<file path="src/design/cld_pkg.sv">
// Types and constants shared by the console line discipline.
package cld_pkg;

  localparam logic [1:0] KIND_TX    = 2'd0;
  localparam logic [1:0] KIND_STORE = 2'd1;
  localparam logic [1:0] KIND_DONE  = 2'd2;

  localparam logic [2:0] CFG_WRITE_MODE  = 3'd0;
  localparam logic [2:0] CFG_CRLF_EXPAND = 3'd1;
  localparam logic [2:0] CFG_LINE_MODE   = 3'd2;
  localparam logic [2:0] CFG_ECHO_ENABLE = 3'd3;
  localparam logic [2:0] CFG_EDIT_MODE   = 3'd4;
  localparam logic [2:0] CFG_MAX_LENGTH  = 3'd5;

  localparam logic [7:0] CH_NUL = 8'h00;
  localparam logic [7:0] CH_BS  = 8'h08;
  localparam logic [7:0] CH_LF  = 8'h0a;
  localparam logic [7:0] CH_CR  = 8'h0d;
  localparam logic [7:0] CH_SP  = 8'h20;
  localparam logic [7:0] CH_DEL = 8'h7f;

  localparam logic [7:0] MAX_LENGTH_RESET = 8'd80;

  typedef struct packed {
    logic [1:0] kind;
    logic [7:0] data_byte;
    logic [6:0] position;
    logic [7:0] length;
  } res_t;

endpackage

</file>
<file path="src/design/console_line_discipline.sv">
// Console line discipline: byte transmit, line receive and edit, one byte per item.
//
//  channel | signals                                   | direction
//  item    | item_valid, item_stall, in_byte           | in
//  result  | result_valid, result_stall, kind,         | out
//          | data_byte, position, length, last         |
//  config  | cfg_write, cfg_index, cfg_data            | in
//
// An item enters an input register, is expanded into a list of up to three
// results, and the list drains one result per cycle into the output register
// unless result_stall holds it. Each item passes the input register, the list
// and the output register in turn; the list refills as its last result leaves.
// Synchronous reset restores register defaults and clears the line position.
// result_stall holds the output register; the list and input register back up
// behind it and item_stall rises once the input register cannot move on.
module console_line_discipline
  import cld_pkg::*;
#(
  parameter int LINE_CAPACITY = 128
) (
  input  logic       clk,
  input  logic       rst,
  input  logic       item_valid,
  output logic       item_stall,
  input  logic [7:0] in_byte,
  output logic       result_valid,
  input  logic       result_stall,
  output logic [1:0] kind,
  output logic [7:0] data_byte,
  output logic [6:0] position,
  output logic [7:0] length,
  output logic       last,
  input  logic       cfg_write,
  input  logic [2:0] cfg_index,
  input  logic [7:0] cfg_data
);

  localparam int PosMax = (LINE_CAPACITY < 255) ? LINE_CAPACITY : 255;
  localparam int PW     = $clog2(PosMax + 1);

  logic          write_mode, crlf_expand, line_mode, echo_enable, edit_mode;
  logic [7:0]    max_length;
  logic [PW-1:0] line_position, line_position_next;

  logic       a_valid;
  logic [7:0] a_byte;

  res_t       p_res [3];
  logic [1:0] p_cnt, p_idx;

  res_t       n_res [3];
  logic [1:0] n_cnt;

  logic          o_take, move, free, a_consume, accept;
  logic [7:0]    m;
  logic [PW-1:0] lim;
  logic [PW:0]   inc;

  assign o_take    = !result_valid || !result_stall;
  assign move      = (p_idx != p_cnt) && o_take;
  assign free      = (p_idx == p_cnt) || ((p_idx + 2'd1 == p_cnt) && o_take);
  assign a_consume = a_valid && free;
  assign item_stall = a_valid && !free;
  assign accept    = item_valid && !item_stall;

  always_comb begin
    m = (max_length == 8'd0) ? 8'd1 : max_length;
    if (int'(m) > LINE_CAPACITY) begin
      lim = PW'(PosMax);
    end else begin
      lim = PW'(m);
    end
  end

  always_comb begin
    n_res[0] = '0;
    n_res[1] = '0;
    n_res[2] = '0;
    n_cnt = 2'd0;
    line_position_next = line_position;
    inc = {1'b0, line_position} + (PW+1)'(1);
    if (write_mode) begin
      if (line_mode && a_byte == CH_NUL) begin
        n_res[0] = '{KIND_DONE, 8'd0, 7'd0, 8'(line_position)};
        n_cnt = 2'd1;
        line_position_next = '0;
      end else begin
        line_position_next = PW'(inc);
        if (crlf_expand && a_byte == CH_LF) begin
          n_res[n_cnt] = '{KIND_TX, CH_CR, 7'd0, 8'd0};
          n_cnt = n_cnt + 2'd1;
        end
        n_res[n_cnt] = '{KIND_TX, a_byte, 7'd0, 8'd0};
        n_cnt = n_cnt + 2'd1;
        if (inc >= {1'b0, lim}) begin
          n_res[n_cnt] = '{KIND_DONE, 8'd0, 7'd0, 8'(inc)};
          n_cnt = n_cnt + 2'd1;
          line_position_next = '0;
        end
      end
    end else if (edit_mode && (a_byte == CH_BS || a_byte == CH_DEL)) begin
      if (line_position != '0) begin
        line_position_next = line_position - PW'(1);
        n_res[0] = '{KIND_TX, CH_BS, 7'd0, 8'd0};
        n_res[1] = '{KIND_TX, CH_SP, 7'd0, 8'd0};
        n_res[2] = '{KIND_TX, CH_BS, 7'd0, 8'd0};
        n_cnt = 2'd3;
      end
    end else if (line_mode && (a_byte == CH_CR || a_byte == CH_LF)) begin
      if (line_position < lim) begin
        n_res[n_cnt] = '{KIND_STORE, 8'd0, 7'(8'(line_position)), 8'd0};
        n_cnt = n_cnt + 2'd1;
      end
      n_res[n_cnt] = '{KIND_DONE, 8'd0, 7'd0, 8'(line_position)};
      n_cnt = n_cnt + 2'd1;
      line_position_next = '0;
    end else begin
      if (echo_enable) begin
        n_res[n_cnt] = '{KIND_TX, a_byte, 7'd0, 8'd0};
        n_cnt = n_cnt + 2'd1;
      end
      if (line_position < lim) begin
        n_res[n_cnt] = '{KIND_STORE, a_byte, 7'(8'(line_position)), 8'd0};
        n_cnt = n_cnt + 2'd1;
        line_position_next = PW'(inc);
      end
      if (!edit_mode && line_position_next >= lim) begin
        n_res[n_cnt] = '{KIND_DONE, 8'd0, 7'd0, 8'(line_position_next)};
        n_cnt = n_cnt + 2'd1;
        line_position_next = '0;
      end
    end
  end

  always_ff @(posedge clk) begin
    if (rst) begin
      write_mode  <= 1'b0;
      crlf_expand <= 1'b1;
      line_mode   <= 1'b1;
      echo_enable <= 1'b1;
      edit_mode   <= 1'b1;
      max_length  <= MAX_LENGTH_RESET;
    end else if (cfg_write) begin
      case (cfg_index)
        CFG_WRITE_MODE:  write_mode  <= cfg_data[0];
        CFG_CRLF_EXPAND: crlf_expand <= cfg_data[0];
        CFG_LINE_MODE:   line_mode   <= cfg_data[0];
        CFG_ECHO_ENABLE: echo_enable <= cfg_data[0];
        CFG_EDIT_MODE:   edit_mode   <= cfg_data[0];
        CFG_MAX_LENGTH:  max_length  <= cfg_data;
        default: ;
      endcase
    end
  end

  always_ff @(posedge clk) begin
    if (rst) begin
      a_valid       <= 1'b0;
      p_cnt         <= 2'd0;
      p_idx         <= 2'd0;
      result_valid  <= 1'b0;
      line_position <= '0;
    end else begin
      if (accept) begin
        a_valid <= 1'b1;
      end else if (a_consume) begin
        a_valid <= 1'b0;
      end
      if (a_consume) begin
        p_cnt         <= n_cnt;
        p_idx         <= 2'd0;
        line_position <= line_position_next;
      end else if (move) begin
        p_idx <= p_idx + 2'd1;
      end
      if (move) begin
        result_valid <= 1'b1;
      end else if (!result_stall) begin
        result_valid <= 1'b0;
      end
    end
  end

  always_ff @(posedge clk) begin
    if (accept) begin
      a_byte <= in_byte;
    end
    if (a_consume) begin
      p_res <= n_res;
    end
    if (move) begin
      kind      <= p_res[p_idx].kind;
      data_byte <= p_res[p_idx].data_byte;
      position  <= p_res[p_idx].position;
      length    <= p_res[p_idx].length;
      last      <= (p_idx + 2'd1 == p_cnt);
    end
  end

`ifndef SYNTHESIS
  a_idx_bound: assert property (@(posedge clk) disable iff (rst) p_idx <= p_cnt)
    else $error("result list index past its count");
  a_done_last: assert property (@(posedge clk) disable iff (rst)
    result_valid && kind == KIND_DONE |-> last)
    else $error("complete result not marked last");
  a_pos_bound: assert property (@(posedge clk) disable iff (rst)
    int'(line_position) <= PosMax)
    else $error("line position out of range");
  a_stall_src: assert property (@(posedge clk) disable iff (rst)
    item_stall |-> a_valid && p_idx != p_cnt)
    else $error("item stalled with empty result list");
`endif

endmodule
</file>
<file path="config.mk">
export PLATFORM = sky130hd
export DESIGN_NAME = console_line_discipline
export DESIGN_NICKNAME = d
export VERILOG_FILES = /design/src/design/cld_pkg.sv /design/src/design/console_line_discipline.sv
export SDC_FILE = /design/constraint.sdc
export NUM_CORES = 1
export LEC_CHECK = 0
export BUFFER_PORTS_ARGS = -buffer_cell sky130_fd_sc_hd__buf_2
export CORE_MARGIN = 8
export CORE_UTILIZATION = 50
export DETAILED_ROUTE_END_ITERATION = 7
export GPL_ROUTABILITY_DRIVEN = 0
export PLACE_DENSITY = 0.68
export SLEW_MARGIN = 20
export SYNTH_ARGS = -nofsm -noshare
export SYNTH_HDL_FRONTEND = slang
export SYNTH_SLANG_ARGS = --single-unit
</file>
<file path="constraint.sdc">
create_clock -name clk -period 4.9 [get_ports clk]
set_input_delay 0.98 -clock clk [delete_from_list [all_inputs] [get_ports clk]]
set_output_delay 0.98 -clock clk [all_outputs]
set_load 0.02 [all_outputs]
</file>
==> PnR_summary.wiki, run 1 <==
{| class="wikitable"
! Metric !! Value
|-
| Run status || completed
|-
| First-pass iteration count of the detailed router || 6
|-
| Required time reported for the critical path endpoint || 5.18 ns
|-
| Number of cells upsized or downsized after cts || 0
|-
| Antenna violations before repair || 0
|-
| Share of synthesized registers carrying an async set or reset || 0%
|-
| Final Setup Violations || 0
|-
| # Max-Cap Violations || 0
|-
| Sum of net half-perimeters after detailed placement || 10800 um
|-
| Highest-delay cell along the critical path || ha_1
|-
| Most repeated library cell on the critical path || inv_1
|-
| CP max FO || 13
|-
| Flop2flop setup slack || 0.42 ns
|-
| Net count, final || 742
|-
| Pin count of the biggest net entering global routing || 39
|-
| Setup total negative slack || 0 ns
|-
| Max-slew violation count || 0
|-
| Part of the Yosys area used for sequential elements || 50.8%
|-
| Upper clock frequency limit || 223 MHz
|-
| Synth Register Bits || 121
|-
| Cell area after placement || 7060 um2
|-
| Final instance count without filler cells || 871
|-
| Worst path max stage delay || 0.35 ns
|-
| Worst Reg-to-Reg Cells || 17
|-
| Cell Rows || 42
|-
| Synth Net Count || 687
|-
| Antenna Nets Post-Route || 0
|-
| Cts hold-fix bufs || 0
|-
| Worst hold path stage count || 2
|-
| Die width || 131 um
|-
| Routed vias/inst || 5.67
|-
| Launch instance of the worst register-to-register path || max_length[7]$_SDFFE_PP0P_
|-
| First-iteration detailed-routing DRC count || 359
|-
| Crit path buf inv count || 3
|-
| Warnings, synthesis || 0
|-
| Count of clock tree sinks || 121
|-
| Fraction of layout cells with a size suffix above 1 || 17.6%
|-
| H-tree level count || 4
|-
| Height of the chip || 131 um
|-
| Design area || 7710 um2
|-
| Post-detailed-routing wire length || 14800 um
|-
| Capturing point of the worst reg2reg path || p_res[47]$_DFFE_PP_
|-
| Most frequently used flop master after synthesis || edfxtp_1
|-
| Ports placed on the boundary || 52
|-
| Max-Slew Margin vs Limit || 51.4%
|-
| Pwr/cell area || 552 nW/um2
|-
| Number of flops mapped to enable cells by yosys || 94
|-
| Die footprint || 17200 um2
|-
| Final worst-path cycle share || 91.5%
|-
| Vias || 4938
|-
| Clock buffer count from CTS || 17
|-
| # DRC || 0
|-
| First-pass GRT wire length || 24400 um
|-
| End point of the worst hold path || max_length[0]$_SDFFE_PP0P_
|-
| Leak Pwr || 3.00 nW
|-
| Synth-to-layout area growth || 16.4%
|-
| Final number of hold-violating endpoints || 0
|-
| Measured slew at the worst slew-check pin || 0.728 ns
|-
| Clock tree buffer depth || 2
|-
| GRT Residual Overflow || 0
|-
| Type of the worst setup path || reg2reg
|-
| Clk_lat worst skew || 0.41 ns
|-
| Clock transition at the register clock pins on the worst setup and hold paths after CTS || 0.05 ns
|-
| Clock tree from TritonCTS || built
|-
| Hold_sp || max_length[0]$_SDFFE_PP0P_
|-
| Count of cell types in the netlist || 66
|-
| Sum of internal, switching and leakage power || 4.26 mW
|-
| Utilization after layout || 58.9%
|-
| Synthesized netlist cell count || 627
|-
| Port buffer count || 51
|-
| Initial Utilization || 50.6%
|-
| Cell Chain, Critical Path || inv_1 -> nand2_1 -> ha_1 -> a21oi_1 -> nand3_1 -> o21a_2 -> nor2_4 -> inv_1 -> a21oi_1 -> inv_1 -> ha_1 -> a2111oi_4 -> o32ai_4 -> and2b_1 -> nor4_4 -> nand2b_2 -> and2_1
|-
| Vias in the first global route || 4864
|-
| Mean instance size in the synthesized netlist || 10.6 um2
|-
| Netlist area before placement || 6620 um2
|-
| Data arrival, critical path || 4.77 ns
|-
| Worst path top cell family by delay || simple AND/OR/NAND/NOR gates
|-
| Worst hold-check path type || reg2reg
|-
| Kind of end point of the critical path || register
|-
| Antenna diodes || 0
|-
| RSZ-0062 raised after global routing || no
|-
| Startpoint Class || register
|-
| Peak supply drop || 0.000253 V
|-
| Final routed wire length divided by cell count || 17.0 um
|-
| Placeable core region || 13100 um2
|-
| Post-CTS Setup Inserts || 0
|-
| Cell types with the largest area share after synthesis || edfxtp_1, dfxtp_1, ha_1
|-
| Time the final worst path needs with I/O delays and setup || 4.48 ns
|-
| Dpl cells || 837
|-
| Root Buffer Master || clkbuf_16
|-
| Post-route clock skew || 0.00762 ns
|-
| Portion of synthesized cell area occupied by the leading cell type || 42.6%
|-
| Synth area leader || edfxtp_1
|-
| Global-route usage over all layers || 18.4%
|}
==> final cells by class <==
class                   instances  area [um2]
fillers                      1047        5380
flip-flops and latches        121        3360
multi-input cells             448        3020
clock buffers                  29         584
repair buffers                 65         360
well taps                     176         220
inverters                      29         109
clock inverters                 3        46.3
==> cells by family after synthesis <==
family,after synthesis,share of synthesized area [%]
AND/OR/NAND/NOR,243,19.1
multiplexers,26,3.93
XOR/XNOR,19,2.51
AO/OA/AOI/OAI,124,13.2
adder cells (fa/ha/maj),36,6.80
buffers and inverters,58,3.61
flip-flops,121,50.8
==> metrics by stage <==
stage / hold slack, ns / setup WS (ns)
after floorplan: 0.436 / 1.09
after global placement: 0.458 / 0.614
after detailed placement: 0.465 / 0.389
after CTS: 0.473 / 0.363
after global routing: 0.504 / 0.0532
final: 0.468 / 0.416
==> cells in the mapped netlist (all sizes together) (2+ instances only) <==
cell and number:
a211o 3, a211oi 8, a21o 6, a21oi 32, a221o 2, a221oi 7, a22o 3, a311oi 4
a31o 4, and2 27, and3 6, and4 2, buf 15, clkbuf 14, dfxtp 27, edfxtp 94
ha 36, inv 29, mux2i 26, nand2 81, nand2b 11, nand3 14, nand3b 4, nand4 7
nor2 51, nor2b 6, nor3 11, nor3b 5, nor4 6, nor4b 2, o211ai 3, o21a 4
o21ai 24, o21bai 2, o22ai 13, o31ai 3, or2 5, xnor2 13, xor2 6
==> placed cells by master (no fill, tap or decap), drive strengths merged, types with 7 or more instances in the layout <==
cell type / instances
a221oi: 7
clkbuf: 29
o22ai: 13
edfxtp: 94
xnor2: 13
dfxtp: 27
nand2: 81
a211oi: 8
mux2i: 26
a21oi: 32
ha: 36
nor3: 11
and2: 27
nand3: 14
inv: 29
o21ai: 24
nor2: 51
nand2b: 11
nand4: 7
buf: 65
==> worst max path at each step <==
stage                           to  slack, ns  cells after the start                     startpoint
6_report       p_res[47]$_DFFE_PP_       0.42                     17     max_length[7]$_SDFFE_PP0P_
5_1_grt        p_res[47]$_DFFE_PP_       0.05                     18     max_length[1]$_SDFFE_PP0P_
4_1_cts        p_res[41]$_DFFE_PP_       0.36                     17     max_length[7]$_SDFFE_PP0P_
3_5_place_dp   p_res[41]$_DFFE_PP_       0.39                     17     max_length[7]$_SDFFE_PP0P_
3_3_place_gp   p_res[43]$_DFFE_PP_       0.61                     17     max_length[7]$_SDFFE_PP0P_
2_1_floorplan  p_res[46]$_DFFE_PP_       1.09                     17  line_position[0]$_SDFFE_PP0P_
==> where the power goes <==
group | total [mW] | leakage, nW | switching, mW | internal [mW]
registers | 1.60 | 1.12 | 0.123 | 1.48
clock network | 1.28 | 0.306 | 0.421 | 0.858
logic | 1.38 | 1.58 | 0.891 | 0.488
==> tightest hold or removal path: stages, from the launching register on <==
cell	delay, ns
dfxtp_1	0.31
nand2_1	0.06
a21oi_1	0.05
==> sequential cells by signal, summed over array words and instances (netlist names) <==
name,cells
line_position,8
p_idx,2
line_mode,1
p_res,60
crlf_expand,1
position,7
echo_enable,1
kind,2
write_mode,1
a_byte,8
edit_mode,1
a_valid,1
p_cnt,2
last,1
length,8
max_length,8
result_valid,1
data_byte,8
==> routing by layer <==
metal | vias to the layer above | share of wire (%) | routed length [um] | track usage, %
li1 | 2393 | - | - | -
met3 | 39 | 7.3 | 1080 | 4.77
met4 | 0 | 2.6 | 384 | 7.49
met1 | 2281 | 45 | 6700 | 24.3
met5 | - | 0 | 0 | 0
met2 | 225 | 45 | 6660 | 28.3
Power figures use the tool's default switching activity.
==> inputs of run 2 (changes only) <==
--- a/config.mk
+++ b/config.mk
@@ -11,6 +11,7 @@
 export DETAILED_ROUTE_END_ITERATION = 7
 export GPL_ROUTABILITY_DRIVEN = 0
 export PLACE_DENSITY = 0.68
+export REMOVE_ABC_BUFFERS = 1
 export SLEW_MARGIN = 20
 export SYNTH_ARGS = -nofsm -noshare
 export SYNTH_HDL_FRONTEND = slang
==> run 2 against run 1 <==
Against the previous run:
- sequential share of layout area increased by 0.36 points
- critical path depth is the same
- sequential power hardly changed
- utilization fell by 0.48 points
- setup slack got worse by 0.029 ns
- register-to-register slack got worse by 0.03 ns
- power shrank 2.6%
- critical endpoint is now p_res[71]$_DFFE_PP_
- die area stayed put
==> PnR_summary.wiki, run 2 (synthesis gave the netlist of run 1 again) <==
{| class="wikitable"
! Metric !! Value
|-
| Run status || completed
|-
| Fraction of layout cells with a size suffix above 1 || 17.3%
|-
| Final number of hold-violating endpoints || 0
|-
| Required time reported for the critical path endpoint || 5.07 ns
|-
| Met1 track demand over resource || 23.4%
|-
| Post-CTS Setup Inserts || 0
|-
| Peak supply drop || 0.000189 V
|-
| First-iteration detailed-routing DRC count || 428
|-
| Footprint of the flip-flops and latches || 3360 um2
|-
| Placement Setup Slack || 0.376 ns
|-
| Die width || 131 um
|-
| Highest-delay cell along the critical path || o32ai_4
|-
| Ports placed on the boundary || 52
|-
| Antenna diodes || 0
|-
| Worst Reg-to-Reg Cells || 17
|-
| Max-Slew Margin vs Limit || 31.7%
|-
| Leak Pwr || 2.97 nW
|-
| Cell Rows || 42
|-
| Final-layout fill cell count || 1103
|-
| Antenna Nets Post-Route || 0
|-
| Crit. path cell count || 17
|-
| Flip-flop count of the largest register, all copies and words added || 60
|-
| Setup total negative slack || 0 ns
|-
| Port buffer count || 51
|-
| Most frequent standard cell in the layout excluding fill and tap cells || edfxtp_1
|-
| Worst hold path stage count || 2
|-
| Clk_lat worst skew || 0.42 ns
|-
| Vias || 4933
|-
| Multi-input logic area || 3020 um2
|-
| Post-route clock skew || 0.00671 ns
|-
| Type of the worst setup path || reg2reg
|-
| RSZ-0062 raised after global routing || no
|-
| Post-detailed-routing wire length || 15000 um
|-
| Routed vias/inst || 5.66
|-
| Pin count of the biggest net entering global routing || 53
|-
| First-pass iteration count of the detailed router || 5
|-
| Cts hold-fix bufs || 0
|-
| Kind of end point of the critical path || register
|-
| Global-route usage over all layers || 18.2%
|-
| Worst path top cell family by delay || compound AO/OA/AOI/OAI gates
|-
| Net count, final || 742
|-
| Time the final worst path needs with I/O delays and setup || 4.51 ns
|-
| Antenna violations before repair || 0
|-
| Number of cells upsized or downsized after cts || 0
|-
| Measured slew at the worst slew-check pin || 1.02 ns
|-
| Clock transition at the register clock pins on the worst setup and hold paths after CTS || 0.05 ns
|-
| Placeable core region || 13100 um2
|-
| Root Buffer Master || clkbuf_16
|-
| First-pass GRT wire length || 23800 um
|-
| Worst path max stage delay || 0.47 ns
|-
| GRT Residual Overflow || 0
|-
| CP max FO || 13
|-
| Most heavily used metal layer in global routing || met2
|-
| Crit path buf inv count || 3
|-
| Height of the chip || 131 um
|-
| Startpoint Class || register
|-
| Post-layout worst setup margin || 0.386 ns
|-
| Pwr/cell area || 542 nW/um2
|-
| Cell Chain, Critical Path || inv_1 -> nand2_1 -> ha_1 -> a21oi_1 -> nand3_1 -> o21a_2 -> nor2_4 -> inv_1 -> a21oi_1 -> inv_1 -> ha_1 -> a2111oi_4 -> o32ai_4 -> nand2_1 -> o211ai_1 -> nand2b_1 -> and2_1
|-
| # Max-Cap Violations || 0
|-
| Register with the highest flop count || p_res
|-
| Count of clock tree sinks || 121
|-
| Synth-to-layout area growth || 15.4%
|-
| Die footprint || 17200 um2
|-
| Global-route met2 utilization || 28.7%
|-
| Worst hold-check path type || reg2reg
|-
| Most repeated library cell on the critical path || inv_1
|-
| Data arrival, critical path || 4.68 ns
|-
| # DRC || 0
|-
| Cell area after placement || 7060 um2
|-
| Design area || 7640 um2
|-
| Upper clock frequency limit || 222 MHz
|-
| Max-slew violation count || 0
|-
| Vias in the first global route || 4701
|-
| Sum of net half-perimeters after detailed placement || 10900 um
|-
| Final Setup Violations || 0
|-
| Clock tree from TritonCTS || built
|-
| Met3 GRT Util || 4.73%
|-
| Clock tree buffer depth || 2
|-
| Commonest cells after routing, fill and taps aside || edfxtp_1, nand2_1, buf_2, nor2_1, ha_1
|-
| Clock buffer count from CTS || 17
|-
| Final worst-path cycle share || 92.1%
|-
| Final routed wire length divided by cell count || 17.2 um
|-
| Initial Utilization || 50.6%
|-
| H-tree level count || 4
|}
-- run 2: final timing paths --
check,endpoint,startpoint,slack (ns)
hold reg to reg,max_length[7]$_SDFFE_PP0P_,max_length[7]$_SDFFE_PP0P_,0.47
setup / recovery,p_res[71]$_DFFE_PP_,max_length[7]$_SDFFE_PP0P_,0.39
hold / removal,max_length[7]$_SDFFE_PP0P_,max_length[7]$_SDFFE_PP0P_,0.47
setup reg to reg,p_res[71]$_DFFE_PP_,max_length[7]$_SDFFE_PP0P_,0.39
-- run 2: layout make-up --
| cell class | count | area share (%) |
|---|---|---|
| Clock inverter | 5 | 0.409 |
| Clock buffer | 27 | 7.02 |
| Timing Repair Buffer | 65 | 4.71 |
| Multi-Input combinational cell | 448 | 39.6 |
| Inverter | 29 | 1.42 |
| Tap cell | 176 | 2.88 |
| Sequential cell | 121 | 44.0 |
-- run 2: worst register-to-register path, stage by stage (launching register included) --
cell	delay, ns
dfxtp_1	0.32
inv_1	0.22
nand2_1	0.16
ha_1	0.35
a21oi_1	0.16
nand3_1	0.10
o21a_2	0.28
nor2_4	0.26
inv_1	0.28
a21oi_1	0.29
inv_1	0.10
ha_1	0.33
a2111oi_4	0.09
o32ai_4	0.47
nand2_1	0.25
o211ai_1	0.23
nand2b_1	0.18
and2_1	0.20
-- run 2: through the flow --
step	total power [mW]	cells	hold slack (ns)	util, %
2_1_floorplan	2.55	598	0.430	-
3_3_place_gp	2.94	837	0.458	54.0
3_5_place_dp	2.99	837	0.465	54.0
4_1_cts	4.16	869	0.473	58.3
5_1_grt	4.37	871	0.491	58.4
6_report	4.14	871	0.470	58.4
-- run 2: per-layer routing --
| layer | up-vias | wire length (um) |
|---|---|---|
| met5 | - | 0 |
| met4 | 0 | 350 |
| met3 | 34 | 1020 |
| met2 | 194 | 6920 |
| met1 | 2315 | 6730 |
| li1 | 2390 | - |
-- run 2: power by group --
part	internal (mW)	switching (mW)	total (mW)
logic	0.489	0.881	1.37
clock network	0.748	0.422	1.17
registers	1.48	0.128	1.60
total	2.71	1.43	4.14
